==> config.mk <==
export PLATFORM = sky130hd
export DESIGN_NAME = onewire_uart_bit_master
export DESIGN_NICKNAME = d
export VERILOG_FILES = /design/src/rtl/owubm_pkg.sv /design/src/rtl/owubm_step.sv /design/src/rtl/owubm_rsp_fifo.sv /design/src/rtl/onewire_uart_bit_master.sv
export SDC_FILE = /design/constraint.sdc
export NUM_CORES = 1
export LEC_CHECK = 0
export BUFFER_PORTS_ARGS = -buffer_cell sky130_fd_sc_hd__buf_4
export CORE_ASPECT_RATIO = 1.25
export CORE_MARGIN = 5
export CORE_UTILIZATION = 54
export DETAILED_ROUTE_END_ITERATION = 7
export PLACE_DENSITY = 0.74
export SETUP_SLACK_MARGIN = 0.3
export SYNTH_ARGS = -nofsm -noshare
export SYNTH_HDL_FRONTEND = slang
export SYNTH_HIERARCHICAL = 1
export SYNTH_SLANG_ARGS = --single-unit
==> constraint.sdc <==
create_clock -name clock -period 3.71 [get_ports clock]
set_input_delay 0.742 -clock clock [delete_from_list [all_inputs] [get_ports clock]]
set_output_delay 0.742 -clock clock [all_outputs]
set_load 0.01 [all_outputs]
==> src/rtl/owubm_pkg.sv <==
`timescale 1ns / 1ps
// ----------------------------------------------------------------------------
// owubm_pkg
// Shared types and constants of the 1-Wire over UART bit master.
// ----------------------------------------------------------------------------
package owubm_pkg;

   localparam logic [3:0] BITS_PER_BYTE = 4'd8;

   localparam logic [7:0] RESET_PATTERN = 8'hF0;
   localparam logic [7:0] SLOT_ONE      = 8'hFF;
   localparam logic [7:0] SLOT_ZERO     = 8'h00;

   typedef enum logic [2:0] {
      CMD_RESET   = 3'd0,
      CMD_WRITE   = 3'd1,
      CMD_READ    = 3'd2,
      CMD_ECHO    = 3'd3,
      CMD_TIMEOUT = 3'd4
   } cmd_type;

   typedef enum logic [1:0] {
      PH_IDLE  = 2'd0,
      PH_RESET = 2'd1,
      PH_WRITE = 2'd2,
      PH_READ  = 2'd3
   } phase_type;

   typedef enum logic [1:0] {
      ST_OK        = 2'd0,
      ST_TIMEOUT   = 2'd1,
      ST_NO_DEVICE = 2'd2
   } status_type;

   localparam logic KIND_TX   = 1'b0;
   localparam logic KIND_DONE = 1'b1;

   typedef struct packed {
      phase_type  phase;
      logic [3:0] bits_left;
      logic [7:0] shift_reg;
   } state_type;

   typedef struct packed {
      logic       kind;
      logic [7:0] tx_byte;
      logic       fast_baud;
      logic [7:0] read_byte;
      status_type status;
   } rsp_type;

endpackage

==> src/rtl/owubm_step.sv <==
`timescale 1ns / 1ps
// ----------------------------------------------------------------------------
// owubm_step
// Next-state and result logic for one command or UART event.
// ----------------------------------------------------------------------------
module owubm_step
   import owubm_pkg::*;
(
   input  logic [2:0] cmd,
   input  logic [7:0] data_byte,
   input  state_type  state_cur,
   output state_type  state_nxt,
   output logic       has_rsp,
   output rsp_type    rsp
);

   logic       last;
   logic [3:0] bits_dec;
   logic [7:0] read_nxt;

   always_comb begin
      last     = (state_cur.bits_left <= 4'd1);
      bits_dec = last ? 4'd0 : state_cur.bits_left - 4'd1;
      read_nxt = {(data_byte == SLOT_ONE), state_cur.shift_reg[7:1]};

      state_nxt = state_cur;
      has_rsp   = 1'b0;
      rsp       = '{kind: KIND_TX, tx_byte: 8'd0, fast_baud: 1'b0,
                    read_byte: 8'd0, status: ST_OK};

      if (state_cur.phase == PH_IDLE) begin
         unique case (cmd)
            CMD_RESET: begin
               state_nxt.phase     = PH_RESET;
               state_nxt.bits_left = 4'd1;
               has_rsp             = 1'b1;
               rsp.tx_byte         = RESET_PATTERN;
            end
            CMD_WRITE: begin
               state_nxt.phase     = PH_WRITE;
               state_nxt.bits_left = BITS_PER_BYTE;
               state_nxt.shift_reg = data_byte >> 1;
               has_rsp             = 1'b1;
               rsp.tx_byte         = data_byte[0] ? SLOT_ONE : SLOT_ZERO;
               rsp.fast_baud       = 1'b1;
            end
            CMD_READ: begin
               state_nxt.phase     = PH_READ;
               state_nxt.bits_left = BITS_PER_BYTE;
               state_nxt.shift_reg = 8'd0;
               has_rsp             = 1'b1;
               rsp.tx_byte         = SLOT_ONE;
               rsp.fast_baud       = 1'b1;
            end
            default: ;
         endcase
      end else if (cmd == CMD_TIMEOUT) begin
         state_nxt.phase     = PH_IDLE;
         state_nxt.bits_left = 4'd0;
         has_rsp             = 1'b1;
         rsp.kind            = KIND_DONE;
         rsp.status          = ST_TIMEOUT;
      end else if (cmd == CMD_ECHO) begin
         has_rsp             = 1'b1;
         state_nxt.bits_left = bits_dec;
         unique case (state_cur.phase)
            PH_RESET: begin
               state_nxt.phase = PH_IDLE;
               rsp.kind        = KIND_DONE;
               rsp.status      = (data_byte == RESET_PATTERN) ? ST_NO_DEVICE : ST_OK;
            end
            PH_WRITE: begin
               if (last) begin
                  state_nxt.phase = PH_IDLE;
                  rsp.kind        = KIND_DONE;
               end else begin
                  state_nxt.shift_reg = state_cur.shift_reg >> 1;
                  rsp.tx_byte   = state_cur.shift_reg[0] ? SLOT_ONE : SLOT_ZERO;
                  rsp.fast_baud = 1'b1;
               end
            end
            default: begin
               // reading: new bit enters at the top
               state_nxt.shift_reg = read_nxt;
               if (last) begin
                  state_nxt.phase = PH_IDLE;
                  rsp.kind        = KIND_DONE;
                  rsp.read_byte   = read_nxt;
               end else begin
                  rsp.tx_byte   = SLOT_ONE;
                  rsp.fast_baud = 1'b1;
               end
            end
         endcase
      end
   end

endmodule

==> src/rtl/owubm_rsp_fifo.sv <==
`timescale 1ns / 1ps
// ----------------------------------------------------------------------------
// owubm_rsp_fifo
// Two-entry result buffer that decouples the input side from rsp_ready.
// ----------------------------------------------------------------------------
module owubm_rsp_fifo
   import owubm_pkg::*;
(
   input  logic    clock,
   input  logic    reset,
   input  logic    push,
   input  rsp_type push_data,
   output logic    full,
   output logic    rsp_valid,
   input  logic    rsp_ready,
   output rsp_type rsp_data
);

   rsp_type    slot_ff [2];
   logic       wr_ptr_ff, wr_ptr_in;
   logic       rd_ptr_ff, rd_ptr_in;
   logic [1:0] count_ff, count_in;
   logic       pop;

   assign full      = (count_ff == 2'd2);
   assign rsp_valid = (count_ff != 2'd0);
   assign rsp_data  = slot_ff[rd_ptr_ff];
   assign pop       = rsp_valid && rsp_ready;

   always_comb begin
      wr_ptr_in = push ? ~wr_ptr_ff : wr_ptr_ff;
      rd_ptr_in = pop ? ~rd_ptr_ff : rd_ptr_ff;
      count_in  = count_ff + {1'b0, push} - {1'b0, pop};
   end

   always_ff @(posedge clock) begin
      if (reset) begin
         wr_ptr_ff <= 1'b0;
         rd_ptr_ff <= 1'b0;
         count_ff  <= 2'd0;
      end else begin
         wr_ptr_ff <= wr_ptr_in;
         rd_ptr_ff <= rd_ptr_in;
         count_ff  <= count_in;
      end
   end

   always_ff @(posedge clock) begin
      if (push) begin
         slot_ff[wr_ptr_ff] <= push_data;
      end
   end

endmodule

==> src/rtl/onewire_uart_bit_master.sv <==
`timescale 1ns / 1ps
// ----------------------------------------------------------------------------
// onewire_uart_bit_master
// 1-Wire bus master that turns commands and UART echoes into UART slot bytes.
// ----------------------------------------------------------------------------
// results are registered in the result buffer and reach rsp_ in order, behind any earlier ones
// throughput: one request beat per cycle while req_ready is high; the state updates on each accepted beat
// req_ready drops only while both entries of the result buffer are full
// reset: synchronous; phase idle, slot counter and shift register cleared,
// result buffer emptied
module onewire_uart_bit_master
   import owubm_pkg::*;
(
   input  logic       clock,
   input  logic       reset,
   input  logic       req_valid,
   output logic       req_ready,
   input  logic [2:0] req_cmd,
   input  logic [7:0] req_data_byte,
   output logic       rsp_valid,
   input  logic       rsp_ready,
   output logic       rsp_kind,
   output logic [7:0] rsp_tx_byte,
   output logic       rsp_fast_baud,
   output logic [7:0] rsp_read_byte,
   output logic [1:0] rsp_status
);

   state_type state_ff, state_in, state_nxt;
   logic      has_rsp;
   rsp_type   step_rsp;
   rsp_type   out_rsp;
   logic      full;
   logic      accept;

   assign req_ready = ~full;
   assign accept    = req_valid && req_ready;

   owubm_step u_step (
      .cmd       (req_cmd),
      .data_byte (req_data_byte),
      .state_cur (state_ff),
      .state_nxt (state_nxt),
      .has_rsp   (has_rsp),
      .rsp       (step_rsp)
   );

   assign state_in = accept ? state_nxt : state_ff;

   always_ff @(posedge clock) begin
      if (reset) begin
         state_ff <= '{phase: PH_IDLE, bits_left: 4'd0, shift_reg: 8'd0};
      end else begin
         state_ff <= state_in;
      end
   end

   owubm_rsp_fifo u_rsp_fifo (
      .clock     (clock),
      .reset     (reset),
      .push      (accept && has_rsp),
      .push_data (step_rsp),
      .full      (full),
      .rsp_valid (rsp_valid),
      .rsp_ready (rsp_ready),
      .rsp_data  (out_rsp)
   );

   assign rsp_kind      = out_rsp.kind;
   assign rsp_tx_byte   = out_rsp.tx_byte;
   assign rsp_fast_baud = out_rsp.fast_baud;
   assign rsp_read_byte = out_rsp.read_byte;
   assign rsp_status    = out_rsp.status;

endmodule

## Word-level counts from Yosys, hierarchy flattened

Memory sizes are Yosys's and may differ from the RTL's. A register that Yosys moved wholly into a read port is not among the register bits.
Index checks and enable logic that the tools add are counted.

- Register bits after elaboration: 18
- Output and inout port bits: 22
- Memories: 1
- RAM bits: 40

Memories:

| name | depth | bits a word | rd ports | clocked after Yosys merged registers in | wr ports | RTL line | text |
|---|---|---|---|---|---|---|---|
| u_rsp_fifo.slot_ff | 2 | 20 | 1 | 1 | 1 | owubm_rsp_fifo.sv:19 | `rsp_type slot_ff [2];` |

- Muxes and demuxes: 39
- Reduce and logical (&&, ||, !) cells: 15
- Equality and inequality tests: 14
- $add $sub $neg: 3
- Bitwise logic cells: 3
- Magnitude comparators: 1

Operator list:

| cell | count |
|---|---|
| 8-bit two-way mux | 6 |
| 8-bit case mux with 2 select lines | 2 |
| 14-bit two-way mux | 2 |
| 9-bit two-way mux | 3 |
| 8-bit case mux with 3 select lines | 1 |
| 20-bit two-way mux | 1 |
| 6-bit case mux with 3 select lines | 1 |
| 9-bit case mux with 2 select lines | 1 |
| 17-bit two-way mux | 1 |
| 8-bit equality test (second input constant) | 2 |
| 1-bit two-way mux | 13 |
| 10-bit two-way mux | 1 |
| 2-bit two-way mux | 5 |
| 3-bit by 2-bit equality test with 1-bit output (second input constant) | 2 |
| 6-bit two-way mux | 1 |
| 3-bit != test (second input constant) | 2 |
| 6-bit AND reduction | 1 |
| 2-bit equality test (second input constant) | 2 |
| 4-bit by 1-bit <= comparator with 1-bit output (second input constant) | 1 |
| 4-bit two-way mux | 1 |
| 2-bit by 1-bit != test with 1-bit output (second input constant) | 2 |
| 4-bit != test (second input constant) | 1 |
| 4-bit AND reduction | 1 |
| 2-bit nonzero test | 2 |
| 15 further kinds | 20 |

## Longest topological paths before layout

- Depth after elaboration: 7
- Depth in mapped cells: 11
- Mapped depth without buffers: 10

## Modules after synthesis

Netlist, hierarchy kept.

By module, submodules not included:

| module | seq. area each (µm²) | cells an instance | area each (µm²) | instances |
|---|---|---|---|---|
| owubm_rsp_fifo | 1301.2 | 85 | 1680.4 | 1 |
| owubm_step | 0.0 | 161 | 1014.7 | 1 |
| onewire_uart_bit_master | 280.3 | 64 | 649.4 | 1 |

## Worst setup path after synthesis

Ideal clock, no wire load.

- Kind: input-to-reg
- From: input port req_cmd[0]
- To: memory u_rsp_fifo/slot_ff[0][0] (netlist name), enable pin
- Required time: 3.311 ns
- Path slack: 0.802 ns
- Stages on the path: 6
- Setup time: 0.399 ns
- Data arrival time: 2.509 ns
- Path through: clkbuf_1 > nor3b_1 > o21ai_0 > nand2_1 > and2_1 > nor2b_1

- Longest elaborated chain between the ends: 7
- Elaborated cells between the ends (all ways): 13
- Classes of those cells: eq/ne (4); mux (6); reduce/logical (3)

Ends and longest elaborated chain:

| item | RTL line | text |
|---|---|---|
| start, declared | onewire_uart_bit_master.sv:18 | `input logic [2:0] req_cmd,` |
| 3-bit by 1-bit equality test with 1-bit output, or another cell as far along | owubm_step.sv:32 | `unique case (cmd)` |
| 3-bit OR reduction (no line) or 1-bit two-way mux (tied branches) | n/a |  |
| 1-bit two-way mux, on equally long branches | owubm_step.sv:32, owubm_step.sv:57 |  |
| 1-bit two-way mux (*) | owubm_step.sv:31 | `if (state_cur.phase == PH_IDLE) begin` |
| via has_rsp | onewire_uart_bit_master.sv:30 | `logic has_rsp;` |
| 1-bit logical AND (*) | onewire_uart_bit_master.sv:61 | `.push (accept && has_rsp),` |
| 1-bit two-way mux (*) | owubm_rsp_fifo.sv:49 | `if (push) begin` |
| 1-bit two-way mux (implied by the code) (*) | owubm_rsp_fifo.sv:50 | `slot_ff[wr_ptr_ff] <= push_data;` |
| end, declared | owubm_rsp_fifo.sv:19 |  |

Mark *: on every way through the listed nets, which the timed path passes. The rest lies on a longest branch.

## Final worst setup path

- From: register state_ff[12] (netlist name)
- To: memory u_rsp_fifo/slot_ff[0][8] (netlist name), enable pin

- Longest elaborated chain between the ends: 5

Ends and longest elaborated chain:

| item | RTL line | text |
|---|---|---|
| start, declared | onewire_uart_bit_master.sv:29 | `state_type state_ff, state_in, state_nxt;` |
| start signal, assigned | onewire_uart_bit_master.sv:52 | `state_ff <= '{phase: PH_IDLE, bits_left: 4'd0, shift_reg: 8'd0};` |
| start signal, assigned | onewire_uart_bit_master.sv:54 | `state_ff <= state_in;` |
| 2-bit logical NOT | owubm_step.sv:31 |  |
| 1-bit two-way mux | owubm_step.sv:31 |  |
| via has_rsp | onewire_uart_bit_master.sv:30 |  |
| 1-bit logical AND | onewire_uart_bit_master.sv:61 |  |
| 1-bit two-way mux | owubm_rsp_fifo.sv:49 |  |
| 1-bit two-way mux (implied by the code) | owubm_rsp_fifo.sv:50 |  |

The timed path passes the listed nets, and every way through them passes these cells.

==> reports/results.tsv <==
stage	metric	value	unit
pwr	sequential power share	42.5	%
detailed_routing	initial DRC count	90	
placed_design	Buffers on Ports	36	
critical_path	Slowest Stage Delay on Critical Path	420	ps
grt	initial antenna violation count	0	
pwr	combinational share of power	28.4	%
outcome	status	finished clean	
synth	share of the synthesized area in the top cell type	35.9	%
floorplan	# IOs	37	
pwr	P_int	0.00139	W
placed_design	pre-CTS setup slack	1130	ps
grt	all-layer global routing usage	18.0	%
synth	Post-synth top cells	40 x edfxtp_1, 21 x o21ai_0, 20 x mux2_2	
detailed_routing	Total Routed Length	6710	um
clock_network	TritonCTS clock tree	built	
detailed_routing	drt pass-1 iters	4	
cells_and_area	fin nets	359	
critical_path	Slowest-stage cell, CP	nor2b_1	
pwr	switching power	0.000570	W
pwr	power share of the clock group	29.1	%
critical_path	critical path endpoint category	register	
critical_path	r2r startpoint	state_ff[12]	
floorplan	area of the core	0.00609	sq mm
critical_path	Arr. time, crit path	2570	ps
grt	first-pass GRT wire length	11100	um
synth	Syn Nets	332	
clock_network	CTS Buffer Depth	2	
min_path	hold crit path type	register to register	
synth	largest area contributor in the synthesized netlist	edfxtp_1	
synth	#FFs+latches synth	59	
pwr	Leak	1.35	nW
floorplan	Rows	32	
clock_network	H-tree levels	3	
placed_design	Inst Count DP	411	
critical_path	CP max FO	21	
cells_and_area	share of layout cells above drive strength 1	25.7	%
pwr	switch share	29.1	%
sta	crit path time final	2560	ps
pwr	Tot Pwr	0.00196	W
synth	Netlist Area Pre-Place	0.00334	sq mm
sta	Tcrit/Tclk final	69.0	%
sta	Slew @ Worst Pin	845	ps
cells_and_area	Non-Filler Instances	427	
pwr	Peak VDD IR	0.192	mV
floorplan	die width	80.4	um
clock_network	Worst-path clk slew	70	ps
clock_network	CTS Buf Count	9	
synth	Post-Synthesis Cells	310	
placed_design	dpl hpwl	4780	um
sta	Slew headroom	43.6	%
synth	sequential-to-total area share from yosys stat	47.3	%
sta	final hold slack	509	ps
critical_path	CP required	3720	ps
detailed_routing	DR vias	2460	
sta	Hold Vio Cnt, Final	0	
critical_path	Crit. Startpoint	state_ff[12]	
synth	most frequent cell after synthesis	edfxtp_1	
flow_run	max-cap violation count	0	
grt	pin count of the biggest net entering global routing	34	
synth	Post-synth EDFFs	40	
critical_path	startpoint types	register	
floorplan	Die H	98.0	um
critical_path	crit-path cells	inv_1 -> ha_1 -> buf_4 -> nor2b_1 -> o21ai_0 -> nand2_1 -> and2_1 -> nor2b_1 -> buf_4	
sta	post-route setup TNS	0	ps
synth	Primary FF master, synth	edfxtp_1	
critical_path	Reg2Reg Depth	9	
detailed_routing	Vias per Instance	5.76	
pwr	PwrDens	516	mW/mm^2
floorplan	Initial Util	55.0	%
synth	Syn. warnings	6	
clock_network	Post CTS Setup Buffer Count	0	
floorplan	DIE AREA	0.00788	sq mm
detailed_routing	Wirelength per Cell	15.7	um
placed_design	GPL Wtd Cong	0.930	
grt	GRT Residual Overflow	0	
critical_path	Crit Path Class	register to register	
clock_network	later-pin clock latency in the skew report	330	ps
clock_network	CTS Hold Buffers Added	0	
min_path	HP Start	state_ff[0]	
min_path	WHS Path Cells	2	
sta	fmax	0.391	GHz
synth	Netlist cell types	51	
synth	most area-consuming cells after synthesis	edfxtp_1 36%, dfxtp_1 11%, mux2_2 6.7%	
sta	Setup Viol. Count Final	0	
detailed_routing	Final ANT Viol Nets	0	
sta	Slew Viols, Final	0	
clock_network	post-CTS sizing	0	
sta	Final WS setup	1150	ps
cells_and_area	n_diodes	0	
sta	Clock Skew	12.1	ps
sta	RSZ-0062 raised after global routing	no	
clock_network	clock sink total	59	
synth	Avg Inst Size Synth	10.8	sq um
synth	FFs w/ async S/R, synth	0	%
cells_and_area	Layout area overhead	13.6	%
clock_network	clk root buf	clkbuf_8	
detailed_routing	drt drc	0	
grt	vias in the first global route	2281	
-- cell usage in the layout, fill, tap and decap left out, types with 2 or more instances in the layout --
| cell | synthesis | routed |
|---|---|---|
| nand2b_1 | 16 | 16 |
| a31oi_1 | 8 | 8 |
| mux2_2 | 20 | 20 |
| o21ai_0 | 21 | 21 |
| nor3_1 | 4 | 4 |
| o221a_2 | 7 | 7 |
| xnor2_1 | 2 | 2 |
| a2bb2oi_1 | 7 | 7 |
| o21ai_1 | 15 | 15 |
| dfxtp_1 | 19 | 19 |
| buf_4 | 6 | 40 |
| clkbuf_8 | 0 | 10 |
| edfxtp_1 | 40 | 40 |
| o22ai_1 | 2 | 2 |
| nand3_1 | 2 | 2 |
| o32ai_1 | 2 | 2 |
| inv_1 | 18 | 18 |
| nand2_1 | 10 | 10 |
| clkinv_2 | 0 | 3 |
| nor4_1 | 3 | 3 |
| a21o_1 | 3 | 3 |
| ha_1 | 7 | 7 |
| and3b_1 | 2 | 2 |
| and2_1 | 11 | 11 |
| nand4bb_1 | 14 | 14 |
| nand4_1 | 2 | 2 |
| mux2_1 | 2 | 2 |
| a211oi_1 | 2 | 2 |
| nor2b_1 | 8 | 8 |
| nor2_1 | 11 | 11 |
| a21oi_1 | 9 | 9 |
-- final timing paths --
path	to	slack [ps]
max	u_rsp_fifo/slot_ff[0][8]	1150
min	state_ff[0]	510
max reg2reg	u_rsp_fifo/slot_ff[0][8]	1150
min reg2reg	state_ff[0]	510
-- worst max-delay path, delay by kind of cell, from the launching register on --
family	cells	cell delay [ps]
AO/OA/AOI/OAI	1	260
flip-flops	1	360
AND/OR/NAND/NOR	4	860
adder cells (fa/ha/maj)	1	140
buffers and inverters	3	610
-- cells by family after synthesis --
kind of cell	count (synthesis)	share of synthesized area, %
flops	59	47.3
buf+inv	42	6.36
compound gates	85	16.8
mux	22	7.41
simple gates	92	18.3
xor+xnor	3	1.20
fa+ha+maj	7	2.62
-- area by class of cell --
type                            instances  area, sq um
Fill cell                             522         2290
Sequential cell                        59         1580
Multi-Input combinational cell        209         1550
Timing Repair Buffer                   40          300
Clock buffer                           11          141
Tap cell                               85          106
Inverter                               18         67.6
Clock inverter                          5         52.6
-- flip-flops by register name, summed over array words and instances, names as in the netlist, named ones only --
register and cells:
state_ff 14, u_rsp_fifo/wr_ptr_ff 1, u_rsp_fifo/count_ff 2, u_rsp_fifo/rd_ptr_ff 1, u_rsp_fifo/slot_ff 40
-- power by group through the flow --
stage	Clock, W	Sequential, W	Combinational, W
finish	0.000571	0.000833	0.000557
global placement	0	0.000844	0.000549
global route	0.000618	0.000841	0.000604
floorplan	0	0.000812	0.000416
CTS	0.000584	0.000833	0.000560
detailed placement	0	0.000847	0.000556
-- per-layer routing --
metal	wire (um)	vias up	track usage [%]
li1	-	1209	-
met1	2900	1181	21.8
met2	3430	60	30.5
met3	258	10	4.61
met4	121	0	6.89
met5	0	-	0
-- per-stage QoR --
step | util, % | instance area, sq um
5_1_grt | 62.4 | 3800
2_1_floorplan | - | 3340
3_3_place_gp | 59.3 | 3610
4_1_cts | 62.4 | 3800
3_5_place_dp | 59.3 | 3610
6_report | 62.4 | 3800
Note: power is estimated with default switching activity, not from simulation.
